--- config.mk ---
export PLATFORM = sky130hd
export DESIGN_NAME = cht_ctrl
export DESIGN_NICKNAME = d
export VERILOG_FILES = /design/src/design/cht_pkg.sv /design/src/design/cht_ctrl.sv
export SDC_FILE = /design/constraint.sdc
export NUM_CORES = 1
export LEC_CHECK = 0
export BUFFER_PORTS_ARGS = -buffer_cell sky130_fd_sc_hd__buf_2
export CELL_PAD_IN_SITES_DETAIL_PLACEMENT = 0
export CELL_PAD_IN_SITES_GLOBAL_PLACEMENT = 1
export CORE_MARGIN = 2
export CORE_UTILIZATION = 39
export CTS_CLUSTER_DIAMETER = 100
export DETAILED_ROUTE_END_ITERATION = 16
export PLACE_DENSITY_LB_ADDON = 0.1
export SYNTH_ARGS = -nofsm -noshare
export SYNTH_HDL_FRONTEND = slang
export SYNTH_SLANG_ARGS = --single-unit
--- constraint.sdc ---
create_clock -name i_clk -period 2.9 [get_ports i_clk]
set_input_delay 0.29 -clock i_clk [delete_from_list [all_inputs] [get_ports i_clk]]
set_output_delay 0.29 -clock i_clk [all_outputs]
set_load 0.1 [all_outputs]
--- src/design/cht_pkg.sv ---
// ----------------------------------------------------------------------------
// cht_pkg
// Shared types, codes and defaults of the chained hash table engine.
// ----------------------------------------------------------------------------
package cht_pkg;

    localparam int DEF_MAX_ENTRIES = 1024;
    localparam int DEF_MAX_BUCKETS = 1024;
    localparam int DEF_KEY_WIDTH   = 32;

    localparam int REQ_W   = 3;
    localparam int CODE_W  = 32;
    localparam int KEY_W   = 32;
    localparam int POS_W   = 10;
    localparam int STAT_W  = 3;
    localparam int IDX_W   = 10;
    localparam int TOTAL_W = 11;
    localparam int BCNT_W  = 11;

    typedef enum logic [REQ_W-1:0] {
        REQ_FIND      = 3'd0,
        REQ_INS_UNIQ  = 3'd1,
        REQ_INS_MULTI = 3'd2,
        REQ_REM_KEY   = 3'd3,
        REQ_REM_POS   = 3'd4,
        REQ_READ_POS  = 3'd5
    } t_req;

    typedef enum logic [STAT_W-1:0] {
        ST_OK        = 3'd0,
        ST_NOT_FOUND = 3'd1,
        ST_DUPLICATE = 3'd2,
        ST_FULL      = 3'd3,
        ST_BAD_POS   = 3'd4
    } t_status;

    typedef enum logic [3:0] {
        S_CLEAR,
        S_IDLE,
        S_DISPATCH,
        S_DIV,
        S_WLOAD,
        S_WTEST,
        S_WCMP,
        S_TAKE,
        S_TAKE2,
        S_LINK,
        S_PRD,
        S_UNLINK,
        S_REL,
        S_RESP
    } t_state;

    typedef enum logic [3:0] {
        OP_NOP,
        OP_CLEAR,
        OP_LATCH,
        OP_DIV_REQ,
        OP_DIV_STEP,
        OP_BKT_RD,
        OP_WLOAD,
        OP_WTEST,
        OP_WCMP,
        OP_TAKE_RD,
        OP_TAKE_WR,
        OP_LINK,
        OP_POS_RD,
        OP_POS_LATCH,
        OP_UNLINK,
        OP_RELEASE
    } t_dp_op;

    typedef struct packed {
        t_dp_op  op;
        logic    rsp;     // load the result register this cycle
        t_status status;
    } t_dp_cmd;

    typedef struct packed {
        logic             clr_done;
        logic             div_done;
        logic             walk_more;
        logic             match;
        logic             free_null;
        logic             pos_bad;
        logic             ent_valid;
        logic [REQ_W-1:0] req_type;
    } t_dp_stat;

endpackage

--- src/design/cht_ctrl.sv ---
// ----------------------------------------------------------------------------
// cht_ctrl
// Controller: sequences clear pass, divide, chain walk, take/link and
// unlink/release steps, and owns the channel handshakes.
// ----------------------------------------------------------------------------
module cht_ctrl
    import cht_pkg::*;
(
    input  logic     i_clk,
    input  logic     i_rst_n,
    input  logic     i_req_valid,
    output logic     o_req_ready,
    output logic     o_rsp_valid,
    input  logic     i_rsp_ready,
    input  t_dp_stat i_stat,
    output t_dp_cmd  o_cmd
);

    t_state r_state, n_state;

    always_ff @(posedge i_clk) begin
        if (!i_rst_n) begin
            r_state <= S_CLEAR;
        end else begin
            r_state <= n_state;
        end
    end

    assign o_req_ready = r_state == S_IDLE;
    assign o_rsp_valid = r_state == S_RESP;

    // next state
    always_comb begin
        n_state = r_state;
        unique case (r_state)
            S_CLEAR: begin
                if (i_stat.clr_done) n_state = S_IDLE;
            end
            S_IDLE: begin
                if (i_req_valid) n_state = S_DISPATCH;
            end
            S_DISPATCH: begin
                case (i_stat.req_type) inside
                    REQ_FIND, REQ_INS_UNIQ, REQ_INS_MULTI, REQ_REM_KEY: n_state = S_DIV;
                    REQ_REM_POS, REQ_READ_POS: n_state = i_stat.pos_bad ? S_RESP : S_PRD;
                    default: n_state = S_RESP;
                endcase
            end
            S_DIV: begin
                if (i_stat.div_done) n_state = S_WLOAD;
            end
            S_WLOAD: begin
                case (i_stat.req_type)
                    REQ_INS_MULTI: n_state = S_TAKE;
                    REQ_REM_POS:   n_state = S_UNLINK;
                    default:       n_state = S_WTEST;
                endcase
            end
            S_WTEST: begin
                if (i_stat.walk_more) begin
                    n_state = S_WCMP;
                end else if (i_stat.req_type == REQ_INS_UNIQ) begin
                    n_state = S_TAKE;
                end else begin
                    n_state = S_RESP;
                end
            end
            S_WCMP: begin
                if (!i_stat.match) begin
                    n_state = S_WTEST;
                end else if (i_stat.req_type == REQ_REM_KEY) begin
                    n_state = S_UNLINK;
                end else begin
                    n_state = S_RESP;
                end
            end
            S_TAKE:   n_state = i_stat.free_null ? S_RESP : S_TAKE2;
            S_TAKE2:  n_state = S_LINK;
            S_LINK:   n_state = S_RESP;
            S_PRD: begin
                if (i_stat.req_type == REQ_REM_POS && i_stat.ent_valid) begin
                    n_state = S_DIV;
                end else begin
                    n_state = S_RESP;
                end
            end
            S_UNLINK: n_state = S_REL;
            S_REL:    n_state = S_RESP;
            S_RESP: begin
                if (i_rsp_ready) n_state = S_IDLE;
            end
            default:  n_state = S_IDLE;
        endcase
    end

    // datapath commands
    always_comb begin
        o_cmd.op     = OP_NOP;
        o_cmd.rsp    = 1'b0;
        o_cmd.status = ST_OK;
        unique case (r_state)
            S_CLEAR: o_cmd.op = OP_CLEAR;
            S_IDLE: begin
                if (i_req_valid) o_cmd.op = OP_LATCH;
            end
            S_DISPATCH: begin
                case (i_stat.req_type) inside
                    REQ_FIND, REQ_INS_UNIQ, REQ_INS_MULTI, REQ_REM_KEY: o_cmd.op = OP_DIV_REQ;
                    REQ_REM_POS, REQ_READ_POS: begin
                        if (i_stat.pos_bad) begin
                            o_cmd.rsp    = 1'b1;
                            o_cmd.status = ST_BAD_POS;
                        end else begin
                            o_cmd.op = OP_POS_RD;
                        end
                    end
                    default: begin
                        o_cmd.rsp    = 1'b1;
                        o_cmd.status = ST_NOT_FOUND;
                    end
                endcase
            end
            S_DIV:   o_cmd.op = i_stat.div_done ? OP_BKT_RD : OP_DIV_STEP;
            S_WLOAD: o_cmd.op = OP_WLOAD;
            S_WTEST: begin
                if (i_stat.walk_more) begin
                    o_cmd.op = OP_WTEST;
                end else if (i_stat.req_type != REQ_INS_UNIQ) begin
                    o_cmd.rsp    = 1'b1;
                    o_cmd.status = ST_NOT_FOUND;
                end
            end
            S_WCMP: begin
                o_cmd.op = OP_WCMP;
                if (i_stat.match && i_stat.req_type == REQ_FIND) begin
                    o_cmd.rsp = 1'b1;
                end else if (i_stat.match && i_stat.req_type == REQ_INS_UNIQ) begin
                    o_cmd.rsp    = 1'b1;
                    o_cmd.status = ST_DUPLICATE;
                end
            end
            S_TAKE: begin
                if (i_stat.free_null) begin
                    o_cmd.rsp    = 1'b1;
                    o_cmd.status = ST_FULL;
                end else begin
                    o_cmd.op = OP_TAKE_RD;
                end
            end
            S_TAKE2: o_cmd.op = OP_TAKE_WR;
            S_LINK: begin
                o_cmd.op  = OP_LINK;
                o_cmd.rsp = 1'b1;
            end
            S_PRD: begin
                o_cmd.op = OP_POS_LATCH;
                if (i_stat.req_type == REQ_READ_POS) begin
                    o_cmd.rsp = 1'b1;
                end else if (!i_stat.ent_valid) begin
                    o_cmd.rsp    = 1'b1;
                    o_cmd.status = ST_BAD_POS;
                end
            end
            S_UNLINK: o_cmd.op = OP_UNLINK;
            S_REL: begin
                o_cmd.op  = OP_RELEASE;
                o_cmd.rsp = 1'b1;
            end
            S_RESP: o_cmd.op = OP_NOP;
            default: o_cmd.op = OP_NOP;
        endcase
    end

`ifndef SYNTHESIS
    a_no_overlap: assert property (@(posedge i_clk) disable iff (!i_rst_n)
        !(o_req_ready && o_rsp_valid))
        else $error("request taken while a result is pending");
    a_rsp_enters_resp: assert property (@(posedge i_clk) disable iff (!i_rst_n)
        o_cmd.rsp |=> r_state == S_RESP)
        else $error("result loaded without presenting it");
    a_clear_first: assert property (@(posedge i_clk)
        !i_rst_n |=> (r_state == S_CLEAR) && !o_req_ready)
        else $error("requests taken before the clearing pass");
`endif

endmodule

**Word level (Yosys, flattened, before mapping)**

Cells that the tools add are included.

- Register bits after elaboration: 4
- Output and inout port bits: 10
- Bits of input ports: 14
- Word-level logic and storage cells: 70

- Multiplexer cells: 37
- Reductions and logical operators: 9
- Equal/unequal tests: 23

Operators by type and width:

| operator | count |
|---|---|
| $pmux 4 s13 | 2 |
| $mux 4 | 21 |
| $eq 4x4->1 const B | 6 |
| $mux 3 | 7 |
| $eq 4x3->1 const B | 4 |
| $pmux 3 s5 | 1 |
| $eq 4x2->1 const B | 2 |
| $pmux 4 s2 | 1 |
| $eq 3x2->1 const B | 2 |
| $eq 3x3->1 const B | 2 |
| $ne 2x2->1 const B | 3 |
| $pmux 1 s6 | 1 |
| $eq 4x1->1 const B | 1 |
| $logic_not 4->1 | 1 |
| $reduce_and 4->1 | 1 |
| $reduce_or 2->1 | 2 |
| $reduce_or 4->1 | 1 |
| $eq 3x1->1 const B | 1 |
| $logic_and 1x1->1 | 3 |
| $logic_not 3->1 | 1 |
| $mux 1 | 3 |
| $ne 3x1->1 const B | 1 |
| $mux 2 | 1 |
| $ne 2x1->1 const B | 1 |

**Logic depth before layout (Yosys ltp)**

- Word-level depth: 5
- Gate-level depth with buffers: 6
- Gate-level depth less buffers: 4

**Least setup slack after synthesis**

Ideal clock, no wire load.

- Path type: flip-flop to output port
- Start: register r_state[0]
- End: output o_cmd[1] (netlist bit)
- Setup slack: -0.360 ns
- Data required time: 2.610 ns
- Stages on the path, launching flop included: 6
- Path buffers: 2
- Data arrival time: 2.970 ns
- Cell sequence: dfxtp_1 > buf_6 > buf_2 > and2_1 > a31oi_1 > nor3_1

RTL lines:

| element | line | text |
|---|---|---|
| from (decl) | cht_ctrl.sv:19 | `t_state r_state, n_state;` |
| from (signal assigned) | cht_ctrl.sv:25 | `r_state <= n_state;` |
| to (decl) | cht_ctrl.sv:16 | `output t_dp_cmd o_cmd` |

==> flow_summary.json <==
{
  "status": "finished, final reports clean",
  "wire_per_inst_um": 16.57,
  "grt_pass1_wl_um": 4616,
  "cts-root-buf": "clkbuf_4",
  "comb_power_share_pct": 51.0,
  "detail_route.vias_per_cell": 6.195,
  "cts_made_buffers": 3,
  "ys_warn_count": 0,
  "grt_pass1_vias": 985,
  "total_power_w": 0.0002820,
  "slew_headroom_pct": 59.36,
  "final_cells": 169,
  "cts_hold_buf": 0,
  "crit_slowest_cell": "dfxtp_1",
  "post_cts_buffers": 0,
  "ff_latch_area_um2": 80.08,
  "finalSetupViolations": 0,
  "final.min_clock_period_ns": 2.560,
  "endpoint_kind": "primary output",
  "ioPinCount": 24,
  "start_kind": "flop",
  "clk_pin_slew_ns": 0.04,
  "fill_cells": 240,
  "syn_avg_cell_area_um2": 7.131,
  "core_um2": 2170,
  "grt_max_degree": 28,
  "ir_drop_v": 0.0002843,
  "worstMarginPinSlew_ns": 0.6088,
  "setup-tns-final_ns": 0,
  "async_flop_share_pct": 0,
  "dp.final_hpwl_um": 2080,
  "crit_fanout": 19,
  "fmax_mhz": 390.6,
  "drc": 0,
  "dp.cells": 166,
  "ys_seq_area_share_pct": 9.130,
  "worstPathRequired_ns": 2.61,
  "synth-main-ff-cell": "dfxtp_1",
  "p_int_w": 0.0001476,
  "fp.dieH_um": 51.43,
  "drtIter0Drc": 50,
  "die_area_um2": 2645,
  "r2r_cells": 4,
  "skew_ns": 0.009535,
  "dr.pass1.iters": 4,
  "synth_cell_types": 53,
  "die_width_um": 51.43,
  "most-common-layout-cells": "buf_2 (23), a21oi_1 (10), nor2_1 (8), nand2_1 (8), nand2b_1 (7)",
  "path_common_cell": "nand2_1",
  "utilization_pct": 46.02,
  "holdPathStages": 3,
  "final_max_slew_viol_count": 0,
  "worstPathCellList": "nand2_1 -> or4_4 -> nand2_1 -> or4b_1 -> buf_2",
  "seq_power_share_pct": 23.7,
  "largest_reg_flops": 4,
  "crit_type": "flop to primary output",
  "layout-drive-gt1-share_pct": 27.66,
  "synth_edf_count": 0,
  "cts.repair.resized": 0,
  "leakage_nw": 0.3828,
  "areaGrowthSynthToFinish_pct": 13.84,
  "critPathLaunch": "r_state[0]",
  "critPathMaxStageDelay_ns": 0.70,
  "power.density_nw_per_um2": 282.5,
  "regMostFlops": "r_state",
  "maxCapViolCount": 0,
  "hold_violations": 0,
  "switching_share_pct": 47.67,
  "cts.sinks": 4,
  "netlist_area_um2": 877.1,
  "overflow": 0,
  "htree_levels": 1,
  "hp-class": "primary input to flop",
  "layout_commonest_cell": "buf_2",
  "ys_ff_latch": 4,
  "r2r_start": "r_state[0]",
  "port_buffers": 23,
  "cts_tree": "yes",
  "min-delay-start": "i_rst_n",
  "top_regs": "r_state (4)",
  "grt_usage_pct": 22.71,
  "nets": 157,
  "grt_setup_unrepaired": "no",
  "clkPwrFrac_pct": 25.3,
  "power.switching_w": 0.0001344,
  "fin_crit_sh_pct": 88.29,
  "antenna_cells": 0,
  "arrival_ns": 2.27,
  "syn_nets": 137,
  "multi_input_area_um2": 700.7,
  "final_antenna_net_count": 0,
  "start_util_pct": 40.43,
  "clock_latency_ns": 0.24,
  "clockBufferDepth": 2,
  "antenna_found_initial": 0,
  "globalplace.congestion": 0.9212,
  "rows": 17,
  "vias": 1047,
  "routed_wl_um": 2801,
  "syn_inst": 123
}
-- cells by family (layout without fill, tap and decap cells) --
logic type	Yosys count	in the layout	share of synthesized area, %
buffers and inverters	16	34	11.56
AND/OR/NAND/NOR	56	56	41.37
flip-flops	4	4	9.130
AO/OA/AOI/OAI	45	45	35.81
XOR/XNOR	1	1	0.9988
multiplexers	1	1	1.141
-- cells in the mapped netlist (all sizes together) (2+ instances only) --
master / instances / area, um^2
nor2: 8 / 30.03
or3b: 3 / 28.78
inv: 4 / 15.02
a32oi: 2 / 17.52
o31a: 2 / 17.52
nand3b: 3 / 22.52
a21o: 4 / 30.03
nor2b: 3 / 18.77
o221ai: 2 / 17.52
o22ai: 2 / 12.51
a21oi: 10 / 50.05
nand2b: 7 / 43.79
nand3: 5 / 30.03
a31oi: 2 / 12.51
buf: 11 / 82.58
nor3: 2 / 10.01
o211ai: 2 / 15.01
nand2: 8 / 30.03
nor3b: 2 / 20.02
and2: 2 / 12.51
nand4: 3 / 18.77
nor4b: 3 / 32.53
dfxtp: 4 / 80.08
o21ai: 8 / 40.03
-- worst paths after layout --
| path | slack, ns | end |
|---|---|---|
| setup / recovery | 0.34 | o_cmd[3] |
| hold reg to reg | 0.73 | r_state[0] |
| hold / removal | 0.32 | r_state[0] |
| setup reg to reg | 1.11 | r_state[1] |
-- stage by stage --
stage               hold slack, ns  cell area (um^2)  setup WS [ns]
floorplan                   0.4129             882.1         0.1767
global placement            0.5649             975.9         0.6269
detailed placement          0.5650             975.9         0.6228
CTS                         0.3129             998.5         0.3381
global route                0.3196             998.5         0.2284
finish                      0.3244             998.5         0.3395
-- worst max-delay path: cells and delay by family, from the launching register on --
family | cells | cell delay, ns
buffers and inverters | 1 | 0.42
AND/OR/NAND/NOR | 4 | 0.90
flip-flops | 1 | 0.70
-- per-layer routing --
metal | track usage (%) | vias to the layer above | part of all wire (%)
li1 | - | 506 | -
met1 | 31.22 | 487 | 45
met2 | 36.11 | 48 | 49
met3 | 4.678 | 6 | 5.0
met4 | 5.263 | 0 | 1.4
met5 | 0 | - | 0
-- power groups by stage --
stage | combinational [W] | sequential (W) | clock (W)
final | 0.000144 | 0.0000668 | 0.0000713
after global routing | 0.000154 | 0.0000676 | 0.0000785
after CTS | 0.000143 | 0.0000667 | 0.0000738
after detailed placement | 0.000143 | 0.0000675 | 0
after global placement | 0.000141 | 0.0000675 | 0
after floorplan | 0.000120 | 0.0000611 | 0
-- cell type report --
| type | count | share of cell area (%) |
|---|---|---|
| Multi-Input combinational cell | 103 | 70.18 |
| Timing Repair Buffer | 27 | 14.54 |
| Sequential cell | 4 | 8.020 |
| Tap cell | 28 | 3.509 |
| Clock buffer | 3 | 2.256 |
| Inverter | 4 | 1.504 |
(Power assumes the default switching activity.)
